<file path="src/design/cfq_pkg.sv">
// ----------------------------------------------------------------------------
// cfq_pkg
// Shared types, constants and helpers for the circular fifo queue core.
// ----------------------------------------------------------------------------
package cfq_pkg;

    localparam int DEPTH  = 16;
    localparam int ADDR_W = $clog2(DEPTH);
    localparam int WORD_W = 32;

    localparam logic signed [WORD_W-1:0] NEG_ONE = '1;

    localparam logic OP_PUSH = 1'b0;
    localparam logic OP_POP  = 1'b1;

    typedef logic [ADDR_W-1:0] idx_t;

    typedef enum logic {
        ST_IDLE,
        ST_POP
    } state_t;

    typedef struct packed {
        logic                     opcode;
        logic signed [WORD_W-1:0] data_word;
    } cmd_t;

    typedef struct packed {
        logic                     ok;
        logic signed [WORD_W-1:0] result_value;
        logic                     is_empty;
        logic                     is_full;
        logic signed [WORD_W-1:0] front_value;
        logic signed [WORD_W-1:0] rear_value;
    } rsp_t;

    // slot after i, wrapping at the last entry
    function automatic idx_t next_slot(input idx_t i);
        idx_t n;
        if (i == idx_t'(DEPTH - 1))
        begin
            n = '0;
        end
        else
        begin
            n = i + idx_t'(1);
        end
        return n;
    endfunction

endpackage

</file>
<file path="src/design/cfq_ram.sv">
// ----------------------------------------------------------------------------
// cfq_ram
// Generic single-write, single-read synchronous ram with registered read.
// ----------------------------------------------------------------------------
module cfq_ram #(
    parameter int WIDTH = 32,
    parameter int DEPTH = 16
) (
    input  logic                     clk,
    input  logic                     wr_en,
    input  logic [$clog2(DEPTH)-1:0] wr_addr,
    input  logic [WIDTH-1:0]         wr_data,
    input  logic [$clog2(DEPTH)-1:0] rd_addr,
    output logic [WIDTH-1:0]         rd_data
);

    logic [WIDTH-1:0] mem [DEPTH];
    logic [WIDTH-1:0] rd_data_reg;

    always_ff @(posedge clk)
    begin
        if (wr_en)
        begin
            mem[wr_addr] <= wr_data;
        end
        rd_data_reg <= mem[rd_addr];
    end

    assign rd_data = rd_data_reg;

endmodule

</file>
<file path="src/design/cfq_ctrl.sv">
// ----------------------------------------------------------------------------
// cfq_ctrl
// Queue sequencer: head/tail bookkeeping, ram access and result register.
// ----------------------------------------------------------------------------
module cfq_ctrl (
    input  logic                             clk,
    input  logic                             rst_n,
    input  logic                             cmd_valid,
    output logic                             cmd_stall,
    input  cfq_pkg::cmd_t                    cmd,
    output logic                             rsp_valid,
    input  logic                             rsp_stall,
    output cfq_pkg::rsp_t                    rsp,
    output logic                             ram_we,
    output cfq_pkg::idx_t                    ram_waddr,
    output logic signed [cfq_pkg::WORD_W-1:0] ram_wdata,
    output cfq_pkg::idx_t                    ram_raddr,
    input  logic signed [cfq_pkg::WORD_W-1:0] ram_rdata
);

    cfq_pkg::state_t state_reg, state_next;
    cfq_pkg::idx_t   head_reg, head_next;
    cfq_pkg::idx_t   tail_reg, tail_next;
    logic            empty_reg, empty_next;
    logic signed [cfq_pkg::WORD_W-1:0] front_reg, front_next;
    logic signed [cfq_pkg::WORD_W-1:0] rear_reg, rear_next;
    cfq_pkg::rsp_t   rsp_reg, rsp_next;
    logic            rsp_valid_reg, rsp_valid_next;
    logic            accept;
    logic            full_now;

    assign cmd_stall = (state_reg != cfq_pkg::ST_IDLE) || (rsp_valid_reg && rsp_stall);
    assign accept    = cmd_valid && !cmd_stall;
    assign full_now  = !empty_reg && (cfq_pkg::next_slot(tail_reg) == head_reg);

    always_ff @(posedge clk or negedge rst_n)
    begin
        if (!rst_n)
        begin
            state_reg     <= cfq_pkg::ST_IDLE;
            head_reg      <= '0;
            tail_reg      <= '0;
            empty_reg     <= 1'b1;
            rsp_valid_reg <= 1'b0;
        end
        else
        begin
            state_reg     <= state_next;
            head_reg      <= head_next;
            tail_reg      <= tail_next;
            empty_reg     <= empty_next;
            rsp_valid_reg <= rsp_valid_next;
        end
    end

    always_ff @(posedge clk)
    begin
        front_reg <= front_next;
        rear_reg  <= rear_next;
        rsp_reg   <= rsp_next;
    end

    always_comb
    begin
        state_next     = state_reg;
        head_next      = head_reg;
        tail_next      = tail_reg;
        empty_next     = empty_reg;
        front_next     = front_reg;
        rear_next      = rear_reg;
        rsp_next       = rsp_reg;
        rsp_valid_next = rsp_valid_reg && rsp_stall;
        ram_we         = 1'b0;
        ram_waddr      = tail_reg;
        ram_wdata      = cmd.data_word;
        ram_raddr      = head_reg;

        unique case (state_reg)
            cfq_pkg::ST_IDLE:
            begin
                if (accept)
                begin
                    if (cmd.opcode == cfq_pkg::OP_PUSH)
                    begin
                        if (full_now)
                        begin
                            rsp_next.ok           = 1'b0;
                            rsp_next.result_value = cfq_pkg::NEG_ONE;
                            rsp_next.is_empty     = 1'b0;
                            rsp_next.is_full      = 1'b1;
                            rsp_next.front_value  = front_reg;
                            rsp_next.rear_value   = rear_reg;
                        end
                        else
                        begin
                            if (empty_reg)
                            begin
                                head_next  = '0;
                                tail_next  = '0;
                                front_next = cmd.data_word;
                            end
                            else
                            begin
                                tail_next = cfq_pkg::next_slot(tail_reg);
                            end
                            ram_we     = 1'b1;
                            ram_waddr  = tail_next;
                            rear_next  = cmd.data_word;
                            empty_next = 1'b0;

                            rsp_next.ok           = 1'b1;
                            rsp_next.result_value = cmd.data_word;
                            rsp_next.is_empty     = 1'b0;
                            rsp_next.is_full      = cfq_pkg::next_slot(tail_next) == head_next;
                            rsp_next.front_value  = front_next;
                            rsp_next.rear_value   = cmd.data_word;
                        end
                        rsp_valid_next = 1'b1;
                    end
                    else if (empty_reg)
                    begin
                        rsp_next.ok           = 1'b0;
                        rsp_next.result_value = cfq_pkg::NEG_ONE;
                        rsp_next.is_empty     = 1'b1;
                        rsp_next.is_full      = 1'b0;
                        rsp_next.front_value  = cfq_pkg::NEG_ONE;
                        rsp_next.rear_value   = cfq_pkg::NEG_ONE;
                        rsp_valid_next        = 1'b1;
                    end
                    else
                    begin
                        if (head_reg == tail_reg)
                        begin
                            head_next  = '0;
                            tail_next  = '0;
                            empty_next = 1'b1;
                        end
                        else
                        begin
                            head_next = cfq_pkg::next_slot(head_reg);
                        end
                        // new front word arrives from the ram next cycle
                        ram_raddr = head_next;

                        rsp_next.ok           = 1'b1;
                        rsp_next.result_value = front_reg;
                        rsp_next.is_empty     = empty_next;
                        rsp_next.is_full      = !empty_next
                                                && (cfq_pkg::next_slot(tail_next) == head_next);
                        rsp_next.rear_value   = empty_next ? cfq_pkg::NEG_ONE : rear_reg;
                        state_next            = cfq_pkg::ST_POP;
                    end
                end
            end
            cfq_pkg::ST_POP:
            begin
                if (rsp_reg.is_empty)
                begin
                    rsp_next.front_value = cfq_pkg::NEG_ONE;
                end
                else
                begin
                    rsp_next.front_value = ram_rdata;
                    front_next           = ram_rdata;
                end
                rsp_valid_next = 1'b1;
                state_next     = cfq_pkg::ST_IDLE;
            end
            default:
            begin
                state_next = cfq_pkg::ST_IDLE;
            end
        endcase
    end

    assign rsp_valid = rsp_valid_reg;
    assign rsp       = rsp_reg;

endmodule

</file>
<file path="src/design/circular_fifo_queue_core.sv">
// ----------------------------------------------------------------------------
// circular_fifo_queue_core
// Circular fifo of signed 32-bit words with push/pop items and status result.
// ----------------------------------------------------------------------------
// Each item is a push or a pop and yields one result with ok, the pushed or
// popped word, empty/full status and the front and rear words afterwards.
// Pushes and refused operations need no ram read: the result is registered at
// the accepting edge and a new item can be taken in the next cycle. A
// successful pop passes through a pop state before its result is valid, as
// the word that becomes the new front is fetched through the storage ram's
// registered read port. The front and rear words are held in registers next
// to the ram, so no other operation reads it. Items are taken while no
// pop is under way and the result register is empty or drained that cycle.
module circular_fifo_queue_core (
    input  logic          clk,
    input  logic          rst_n,
    input  logic          cmd_valid,
    output logic          cmd_stall,
    input  cfq_pkg::cmd_t cmd,
    output logic          rsp_valid,
    input  logic          rsp_stall,
    output cfq_pkg::rsp_t rsp
);

    logic                              ram_we;
    cfq_pkg::idx_t                     ram_waddr;
    cfq_pkg::idx_t                     ram_raddr;
    logic signed [cfq_pkg::WORD_W-1:0] ram_wdata;
    logic signed [cfq_pkg::WORD_W-1:0] ram_rdata;

    cfq_ctrl u_ctrl (
        .clk       (clk),
        .rst_n     (rst_n),
        .cmd_valid (cmd_valid),
        .cmd_stall (cmd_stall),
        .cmd       (cmd),
        .rsp_valid (rsp_valid),
        .rsp_stall (rsp_stall),
        .rsp       (rsp),
        .ram_we    (ram_we),
        .ram_waddr (ram_waddr),
        .ram_wdata (ram_wdata),
        .ram_raddr (ram_raddr),
        .ram_rdata (ram_rdata)
    );

    cfq_ram #(
        .WIDTH (cfq_pkg::WORD_W),
        .DEPTH (cfq_pkg::DEPTH)
    ) u_store (
        .clk     (clk),
        .wr_en   (ram_we),
        .wr_addr (ram_waddr),
        .wr_data (ram_wdata),
        .rd_addr (ram_raddr),
        .rd_data (ram_rdata)
    );

endmodule

</file>
<file path="config.mk">
export PLATFORM = sky130hd
export DESIGN_NAME = circular_fifo_queue_core
export DESIGN_NICKNAME = d
export VERILOG_FILES = /design/src/design/cfq_pkg.sv /design/src/design/cfq_ram.sv /design/src/design/cfq_ctrl.sv /design/src/design/circular_fifo_queue_core.sv
export SDC_FILE = /design/constraint.sdc
export NUM_CORES = 1
export LEC_CHECK = 0
export BUFFER_PORTS_ARGS = -buffer_cell sky130_fd_sc_hd__buf_2
export CORE_ASPECT_RATIO = 0.8
export CORE_MARGIN = 2
export CORE_UTILIZATION = 45
export CTS_CLUSTER_SIZE = 16
export DETAILED_ROUTE_END_ITERATION = 12
export PLACE_DENSITY = 0.59
export SYNTH_ARGS = -nofsm -noshare
export SYNTH_HDL_FRONTEND = slang
export SYNTH_HIERARCHICAL = 1
export SYNTH_SLANG_ARGS = --single-unit
export TNS_END_PERCENT = 5
</file>
<file path="constraint.sdc">
create_clock -name clk -period 6.35 [get_ports clk]
set_clock_uncertainty 0.2 [all_clocks]
set_input_delay 0.635 -clock clk [delete_from_list [all_inputs] [get_ports clk]]
set_output_delay 0.635 -clock clk [all_outputs]
set_load 0.1 [all_outputs]
</file>
==> impl_results.rst, run 1 <==
.. list-table::
   :header-rows: 1

   * - Metric
     - Value
   * - Result of the run
     - finished, final reports clean
   * - Critical Path RT
     - between 6 and 7 ns
   * - Critical path class
     - register to register
   * - Share of final-layout standard cells stronger than drive strength 1
     - a little under a third
   * - Worst vdd ir
     - just over 0.0003 V
   * - Yosys synthesis warning count
     - 6
   * - Total number of clock tree sinks
     - 718
   * - Power Total
     - between 15 and 20 mW
   * - DRC violations left
     - 0
   * - Number of I/O pins
     - ~140
   * - Residual overflow from global routing
     - 0
   * - Final number of hold-violating endpoints
     - 0
   * - Via count of the first global-routing pass
     - roughly 15000
   * - Worst Slack Setup Final
     - ~1.7 ns
   * - Number of enable flip-flop cells after synthesis
     - between 600 and 700
   * - Depth of the CTS H-tree
     - 3
   * - Largest net degree at the start of global routing
     - between 70 and 80
   * - Slew HR
     - between 10% and 20%
   * - Root buf cell
     - sky130_fd_sc_hd__clkbuf_16
   * - Hold slack final
     - 0.05568 ns
   * - Detailed-router iteration count before antenna repair
     - 5
   * - Clk pwr share
     - between 20% and 30%
   * - Post-CTS clock slew at the launch and capture registers of the worst setup and hold paths
     - ~0.060 ns
   * - Core area
     - just over 60000 um^2
   * - Final wirelength
     - between 60000 and 70000 um
   * - Static Leak
     - 10.81 nW
   * - Global-route usage over all layers
     - around 20%
   * - Power share of the combinational group
     - a little under a third
   * - Relative contribution of sequential cells to total power
     - between 40% and 50%
   * - Post-route ant nets
     - 0
   * - Post-detailed-placement half-perimeter wirelength
     - about 38000 um
   * - Startpoint of the tightest hold check path
     - cmd_valid
   * - Worst Tran Pin Value
     - about 1.2 ns
   * - Final number of max-transition violations
     - 0
   * - Sw Share
     - roughly a third
   * - Startpoint type of the worst setup path
     - register
   * - Flip-flop count of the largest register after layout
     - between 500 and 600
   * - Final Net Count
     - between 1500 and 2000
   * - Setup slack at placement
     - 1.689 ns
   * - Via count of the routed design
     - approximately 15000
   * - Cell accounting for the most synthesized area
     - sky130_fd_sc_hd__edfxtp_1
   * - Synth area leaders
     - sky130_fd_sc_hd__edfxtp_1 72%, sky130_fd_sc_hd__mux4_2 10%, sky130_fd_sc_hd__mux2_2 2.6%, sky130_fd_sc_hd__dfxtp_1 2.3%, sky130_fd_sc_hd__a22oi_1 1.7%
   * - Average vias per placed instance
     - 5.724
   * - Average footprint of a synthesized cell
     - roughly 19 um^2
   * - Share of Yosys cell area claimed by the top area cell type
     - 71.72%
   * - Number of buffers created by CTS
     - 73
   * - Netlist Area Pre-Place
     - between 20000 and 30000 um^2
   * - Vertical die dimension
     - 228.2 um
   * - Data arrival time of the critical path
     - around 4.7 ns
   * - Clock tree from TritonCTS
     - yes
   * - Leading register cell type out of synthesis
     - sky130_fd_sc_hd__edfxtp_1
   * - Critical R2R Launch
     - u_ctrl/state_reg
   * - Worst min-delay path class
     - input pin to register
   * - Routability cong.
     - between 0.7 and 0.8
   * - Highest achievable clock rate
     - between 200 and 250 MHz
   * - Floorplan die area
     - between 60000 and 70000 um^2
   * - Final routed wire length divided by cell count
     - between 20 and 30 um
   * - First DRT Iteration DRCs
     - 1541
   * - Placed Area
     - around 30000 um^2
   * - Async SR Flop Fraction
     - 1.532%
   * - Syn Inst Count
     - approximately 1500
   * - Setup-violating endpoint count in the final report
     - 0
   * - Net switching power
     - ~5.2 mW
   * - Unrepaired setup endpoints after global routing
     - false
   * - Internal power
     - 10.05 mW
   * - Origin of the worst setup path
     - u_ctrl/state_reg
   * - Unique cell type count in the Yosys netlist
     - 52
   * - Number of gates resized after cts
     - 0
   * - Setup TNS
     - 0 ns
   * - Flop and latch count out of synthesis
     - a little over 700
   * - Highest fanout seen on the critical path
     - 34
   * - Areal power density over the cells
     - approximately 470 nW/um^2
   * - Die outline width
     - between 200 and 300 um
   * - First-pass GRT wire length
     - between 90000 and 100000 um
   * - Area Overhead vs Synth
     - 14.17%
   * - Final instance area
     - about 32000 um^2
   * - Clock latency on the worst-skew pair
     - approximately 0.60 ns
   * - Critical path endpoint category
     - register
   * - Post-synthesis sequential area ratio
     - roughly three quarters
   * - Largest buffer count on any clock path
     - 3
   * - Net count of the mapped netlist
     - approximately 1500
   * - Initial antenna violation count
     - 1
   * - Cell row count
     - 82
   * - Initial core utilization
     - 45.31%
   * - Max capacitance violation total
     - 0
   * - Input/output buffers
     - ~140
   * - Min Clock Period, post-route
     - 4.661 ns
   * - Post-route clock period utilization
     - 73.40%
[final timing paths]
kind	slack, ns	endpoint	depth (start not counted)
max in group asynchronous	5.37	u_ctrl/empty_reg	2
setup / recovery	1.69	u_store/mem[15][10]	8
min in group asynchronous	0.28	u_ctrl/tail_reg[2]	2
hold / removal	0.06	u_ctrl/rsp_valid	3
setup reg to reg	1.69	u_store/mem[15][10]	8
hold reg to reg	0.33	u_ctrl/rsp_valid	2
[power groups by stage]
stage	logic [mW]	clock network [mW]	registers, mW
final	4.86	4.27	6.13
after global routing	5.19	4.54	6.17
after CTS	4.89	4.36	6.12
after detailed placement	4.87	0	6.22
after global placement	4.84	0	6.21
after floorplan	2.85	0	7.02
[per-layer routing]
metal / part of all wire [%] / track usage, %
met1: 46 / 32.15
met2: 44 / 29.26
met3: 7.8 / 3.840
met4: 1.6 / 4.326
met5: 0 / 0
[cell usage in the layout, fill, tap and decap left out, types with 3 or more instances in the layout]
master,synthesis,final
sky130_fd_sc_hd__clkinv_1,2,12
sky130_fd_sc_hd__buf_4,44,40
sky130_fd_sc_hd__inv_1,45,45
sky130_fd_sc_hd__a22o_1,5,3
sky130_fd_sc_hd__clkbuf_1,42,15
sky130_fd_sc_hd__o22ai_1,3,3
sky130_fd_sc_hd__nor3_1,7,3
sky130_fd_sc_hd__buf_2,13,137
sky130_fd_sc_hd__edfxtp_1,675,675
sky130_fd_sc_hd__clkbuf_16,0,75
sky130_fd_sc_hd__mux2_2,65,65
sky130_fd_sc_hd__o22a_1,33,33
sky130_fd_sc_hd__dfxtp_1,32,32
sky130_fd_sc_hd__xor2_1,4,4
sky130_fd_sc_hd__nand2_1,52,52
sky130_fd_sc_hd__nand3_1,8,8
sky130_fd_sc_hd__ha_1,3,3
sky130_fd_sc_hd__nor2_1,84,71
sky130_fd_sc_hd__clkinv_2,0,16
sky130_fd_sc_hd__nor2b_1,5,3
sky130_fd_sc_hd__clkbuf_8,0,3
sky130_fd_sc_hd__nor3_2,0,4
sky130_fd_sc_hd__inv_6,0,3
sky130_fd_sc_hd__a22oi_1,64,64
sky130_fd_sc_hd__bufinv_16,0,8
sky130_fd_sc_hd__mux4_2,128,128
sky130_fd_sc_hd__mux2i_1,33,33
sky130_fd_sc_hd__nand2b_1,5,4
sky130_fd_sc_hd__nor2_4,0,13
sky130_fd_sc_hd__buf_12,0,3
sky130_fd_sc_hd__o21ai_0,71,70
sky130_fd_sc_hd__a31oi_1,3,3
sky130_fd_sc_hd__xnor2_1,9,9
sky130_fd_sc_hd__dfrtp_1,10,10
[Yosys cell counts (18+ instances only)]
cell type and count:
sky130_fd_sc_hd__nor2_1 84, sky130_fd_sc_hd__inv_1 45, sky130_fd_sc_hd__clkbuf_1 42, sky130_fd_sc_hd__nand2_1 52
sky130_fd_sc_hd__mux4_2 128, sky130_fd_sc_hd__edfxtp_1 675, sky130_fd_sc_hd__o21ai_0 71, sky130_fd_sc_hd__a22oi_1 64
sky130_fd_sc_hd__mux2i_1 33, sky130_fd_sc_hd__mux2_2 65, sky130_fd_sc_hd__o22a_1 33, sky130_fd_sc_hd__buf_1 18
sky130_fd_sc_hd__buf_4 44, sky130_fd_sc_hd__dfxtp_1 32
[worst max-delay path, cell delays in order (launching register included)]
cell and delay (ns):
sky130_fd_sc_hd__dfrtp_1 0.36, sky130_fd_sc_hd__buf_4 0.26, sky130_fd_sc_hd__a21oi_1 0.25, sky130_fd_sc_hd__nand2_1 0.56, sky130_fd_sc_hd__or3_1 0.53, sky130_fd_sc_hd__o2bb2ai_1 0.59
sky130_fd_sc_hd__nand2_1 0.42, sky130_fd_sc_hd__nor2_4 0.59, sky130_fd_sc_hd__buf_4 0.50
[metrics by stage]
step	util, %	cells
2_1_floorplan	-	1499
3_3_place_gp	47.89	2399
3_5_place_dp	47.89	2399
4_1_cts	51.72	2533
5_1_grt	51.72	2533
6_report	51.73	2534
[timing repair]
item | 4_1_cts | 5_1_grt
setup buffers | 0 | 0
endpoints found under the hold margin | 11 | 0
hold buffers | 1 | 0
[kinds of logic after synthesis]
family | synth area share, %
buf+inv | 2.939
mux | 13.96
fa+ha+maj | 0.1328
simple gates | 2.625
xor+xnor | 0.4604
compound gates | 4.923
flops | 74.96
[final cells by class]
class / instances / area [um^2]
clock inverters: 40 / 409.1
clock buffers: 93 / 1974
flip-flops and latches: 718 / 21190
inverters: 47 / 177.7
diodes: 1 / 2.502
repair buffers: 181 / 1056
multi-input cells: 614 / 6410
fillers: 4992 / 30110
well taps: 840 / 1051
Note: power is estimated with default switching activity, not from simulation.
==> run 2: changes to the inputs <==
- PLACE_DENSITY: 0.59 -> 0.61
- clock period: 6.35 -> 4.26 ns (I/O delays scaled with it)
==> run 2 against run 1 <==
Net effect: core utilization increased by 0.54 points; sequential power increased by 47%; critical endpoint is now u_store/mem[14][14]; fmax increased by 20%; critical path type unchanged.
==> impl_results.rst, run 2 (synthesis gave the netlist of run 1 again) <==
.. list-table::
   :header-rows: 1

   * - Metric
     - Value
   * - Global-route usage over all layers
     - 19.85% (-0.44 points)
   * - Final routed wire length divided by cell count
     - 25.05 um (-3.0%)
   * - Worst min-delay path class
     - input pin to asynchronous set/reset pin
   * - Maximum single-stage delay on the critical path
     - 0.47 ns (-0.12 ns)
   * - Largest net degree at the start of global routing
     - 73 (-6.4%)
   * - Final Net Count
     - 1697 (+1.3%)
   * - Via count of the routed design
     - 14600 (+0.66%)
   * - First-pass GRT wire length
     - 95960 um (-1.5%)
   * - Post-CTS clock slew at the launch and capture registers of the worst setup and hold paths
     - 0.06 ns (about the same)
   * - Depth of the CTS H-tree
     - 3 (unchanged)
   * - Largest buffer count on any clock path
     - 3 (unchanged)
   * - Initial core utilization
     - 45.31% (unchanged)
   * - Die outline width
     - 284.2 um (unchanged)
   * - Routability cong.
     - 0.8473 (+7.7%)
   * - Final number of max-transition violations
     - 0 (unchanged)
   * - Critical R2R Launch
     - u_ctrl/tail_reg[0]
   * - Cell with the biggest individual delay on the critical path
     - sky130_fd_sc_hd__dfrtp_1
   * - Initial antenna violation count
     - 3 (+2)
   * - Area of the multi-input gates
     - 6435 um^2 (+0.39%)
   * - Via count of the first global-routing pass
     - 14690 (+0.66%)
   * - Static Leak
     - 10.95 nW (+1.3%)
   * - Average vias per placed instance
     - 5.708 (-0.28%)
   * - Total number of clock tree sinks
     - 718 (unchanged)
   * - Setup-violating endpoint count in the final report
     - 0 (unchanged)
   * - First DRT Iteration DRCs
     - 1542 (+0.065%)
   * - Final number of hold-violating endpoints
     - 0 (unchanged)
   * - Critical path class
     - register to register
   * - Cell-by-cell listing of the critical path
     - ha_1, a31oi_1, xnor2_1, nand3_1, o21ai_2, buf_4, mux2i_1, nand3_1, nor2_4, buf_4
   * - Worst Tran Pin Value
     - 1.021 ns (-0.2190 ns)
   * - Data arrival time of the critical path
     - 3.91 ns (-0.78 ns)
   * - Post-route clock period utilization
     - 90.82% (+17 points)
   * - Setup TNS
     - 0 ns (unchanged)
   * - Slew HR
     - 31.96% (+15 points)
   * - Flip-flop count of the largest register after layout
     - 512 (unchanged)
   * - Origin of the worst setup path
     - u_ctrl/tail_reg[0]
   * - Critical Path RT
     - 4.30 ns (-2.08 ns)
   * - Number of I/O pins
     - 138 (unchanged)
   * - Max capacitance violation total
     - 0 (unchanged)
   * - Final wirelength
     - 64090 um (-2.1%)
   * - Post-route ant nets
     - 0 (unchanged)
   * - Areal power density over the cells
     - 709.1 nW/um^2 (+50%)
   * - Floorplan die area
     - 64840 um^2 (unchanged)
   * - Cell row count
     - 82 (unchanged)
   * - Unrepaired setup endpoints after global routing
     - false
   * - Input/output buffers
     - 137 (unchanged)
   * - Core area
     - 62380 um^2 (unchanged)
   * - Power Total
     - 23.12 mW (+52%)
   * - Filler cell count in the final layout
     - 4994 (+0.040%)
   * - Share of final-layout standard cells stronger than drive strength 1
     - 30.98% (+0.74 points)
   * - Number of buffers created by CTS
     - 74 (+1.4%)
   * - Clock latency on the worst-skew pair
     - 0.61 ns (about the same)
   * - DRC violations left
     - 0 (unchanged)
   * - Highest fanout seen on the critical path
     - 24 (-29%)
   * - Leading cell types in the layout, fill and taps excluded
     - 675 x sky130_fd_sc_hd__edfxtp_1, 137 x sky130_fd_sc_hd__buf_2, 128 x sky130_fd_sc_hd__mux4_2
   * - Result of the run
     - finished, final reports clean
   * - Area Overhead vs Synth
     - 15.35%
   * - Clock tree from TritonCTS
     - yes
   * - Startpoint type of the worst setup path
     - register
   * - Min Clock Period, post-route
     - 3.869 ns (-0.7919 ns)
   * - Highest achievable clock rate
     - 258.5 MHz (+20%)
   * - Leading cell type in the layout, fill and taps excluded
     - sky130_fd_sc_hd__edfxtp_1
   * - Post-detailed-placement half-perimeter wirelength
     - 38830 um (+2.4%)
   * - Critical path endpoint category
     - register
   * - Root buf cell
     - sky130_fd_sc_hd__clkbuf_16
   * - Detailed-router iteration count before antenna repair
     - 7 (+2)
   * - Worst vdd ir
     - 0.0004363 V (+43%)
   * - Sequential Area
     - 21190 um^2 (unchanged)
   * - Vertical die dimension
     - 228.2 um (unchanged)
   * - Residual overflow from global routing
     - 0 (unchanged)
==> run 2: critical path: cells and delay by family (launching register included) <==
family / cells / cell delay, ns
buffers and inverters: 2 / 0.60
adders and majority gates: 1 / 0.27
AOI/OAI and AO/OA: 2 / 0.56
muxes: 1 / 0.33
and+or+nand+nor: 3 / 0.84
xor gates and xnor gates: 1 / 0.22
DFF: 1 / 0.47
==> run 2: area by class of cell <==
type,instances,share of cell area [%]
multi-input cells,614,19.74
clock inverters,44,1.493
well taps,840,3.224
repair buffers,202,3.980
flip-flops and latches,718,64.99
clock buffers,92,6.014
diodes,1,0.007676
inverters,47,0.5565
==> run 2: final timing paths <==
check / endpoint / slack (ns) / cells past startpoint
worst max-delay path: u_store/mem[14][14] / 0.39 / 10
max in group asynchronous: u_ctrl/empty_reg / 3.51 / 2
worst min register to register: u_ctrl/front_reg[30] / 0.35 / 1
worst max register to register: u_store/mem[14][14] / 0.39 / 10
worst min-delay path: u_ctrl/head_reg[0] / 0.05 / 2
min in group clk: u_ctrl/rear_reg[3] / 0.05 / 1
==> run 2: per-layer routing <==
| layer | track usage [%] | part of all wire [%] | vias to the layer above |
|---|---|---|---|
| li1 | - | - | 6295 |
| met1 | 30.77 | 47 | 7680 |
| met2 | 29.44 | 45 | 544 |
| met3 | 3.680 | 6.9 | 81 |
| met4 | 4.227 | 1.8 | 0 |
| met5 | 0 | 0 | - |
==> run 2: timing repair <==
action,in CTS,in global routing
endpoints found under the hold margin,12,0
gates resized for setup,0,1
hold buffers,3,0
endpoints found under the setup margin,0,26
setup buffers,0,0
==> run 2: metrics by stage <==
step	instances	util (%)	setup WS [ns]	area, um^2	hold WS [ns]
after floorplan	1499	-	0.02654	28400	-0.06959
after global placement	2418	48.28	0.4625	30120	0.1354
after detailed placement	2418	48.28	0.3550	30120	0.1449
after CTS	2557	52.25	0.3526	32600	0.009315
after global routing	2557	52.26	0.007815	32600	0.04253
final	2558	52.26	0.3910	32600	0.04760
==> run 2: report_power, final <==
part           leakage [nW]  switching [mW]  internal [mW]
Clock                  1.18            2.64           3.84
Combinational          3.22            4.98           2.66
Sequential             6.54           0.353           8.66
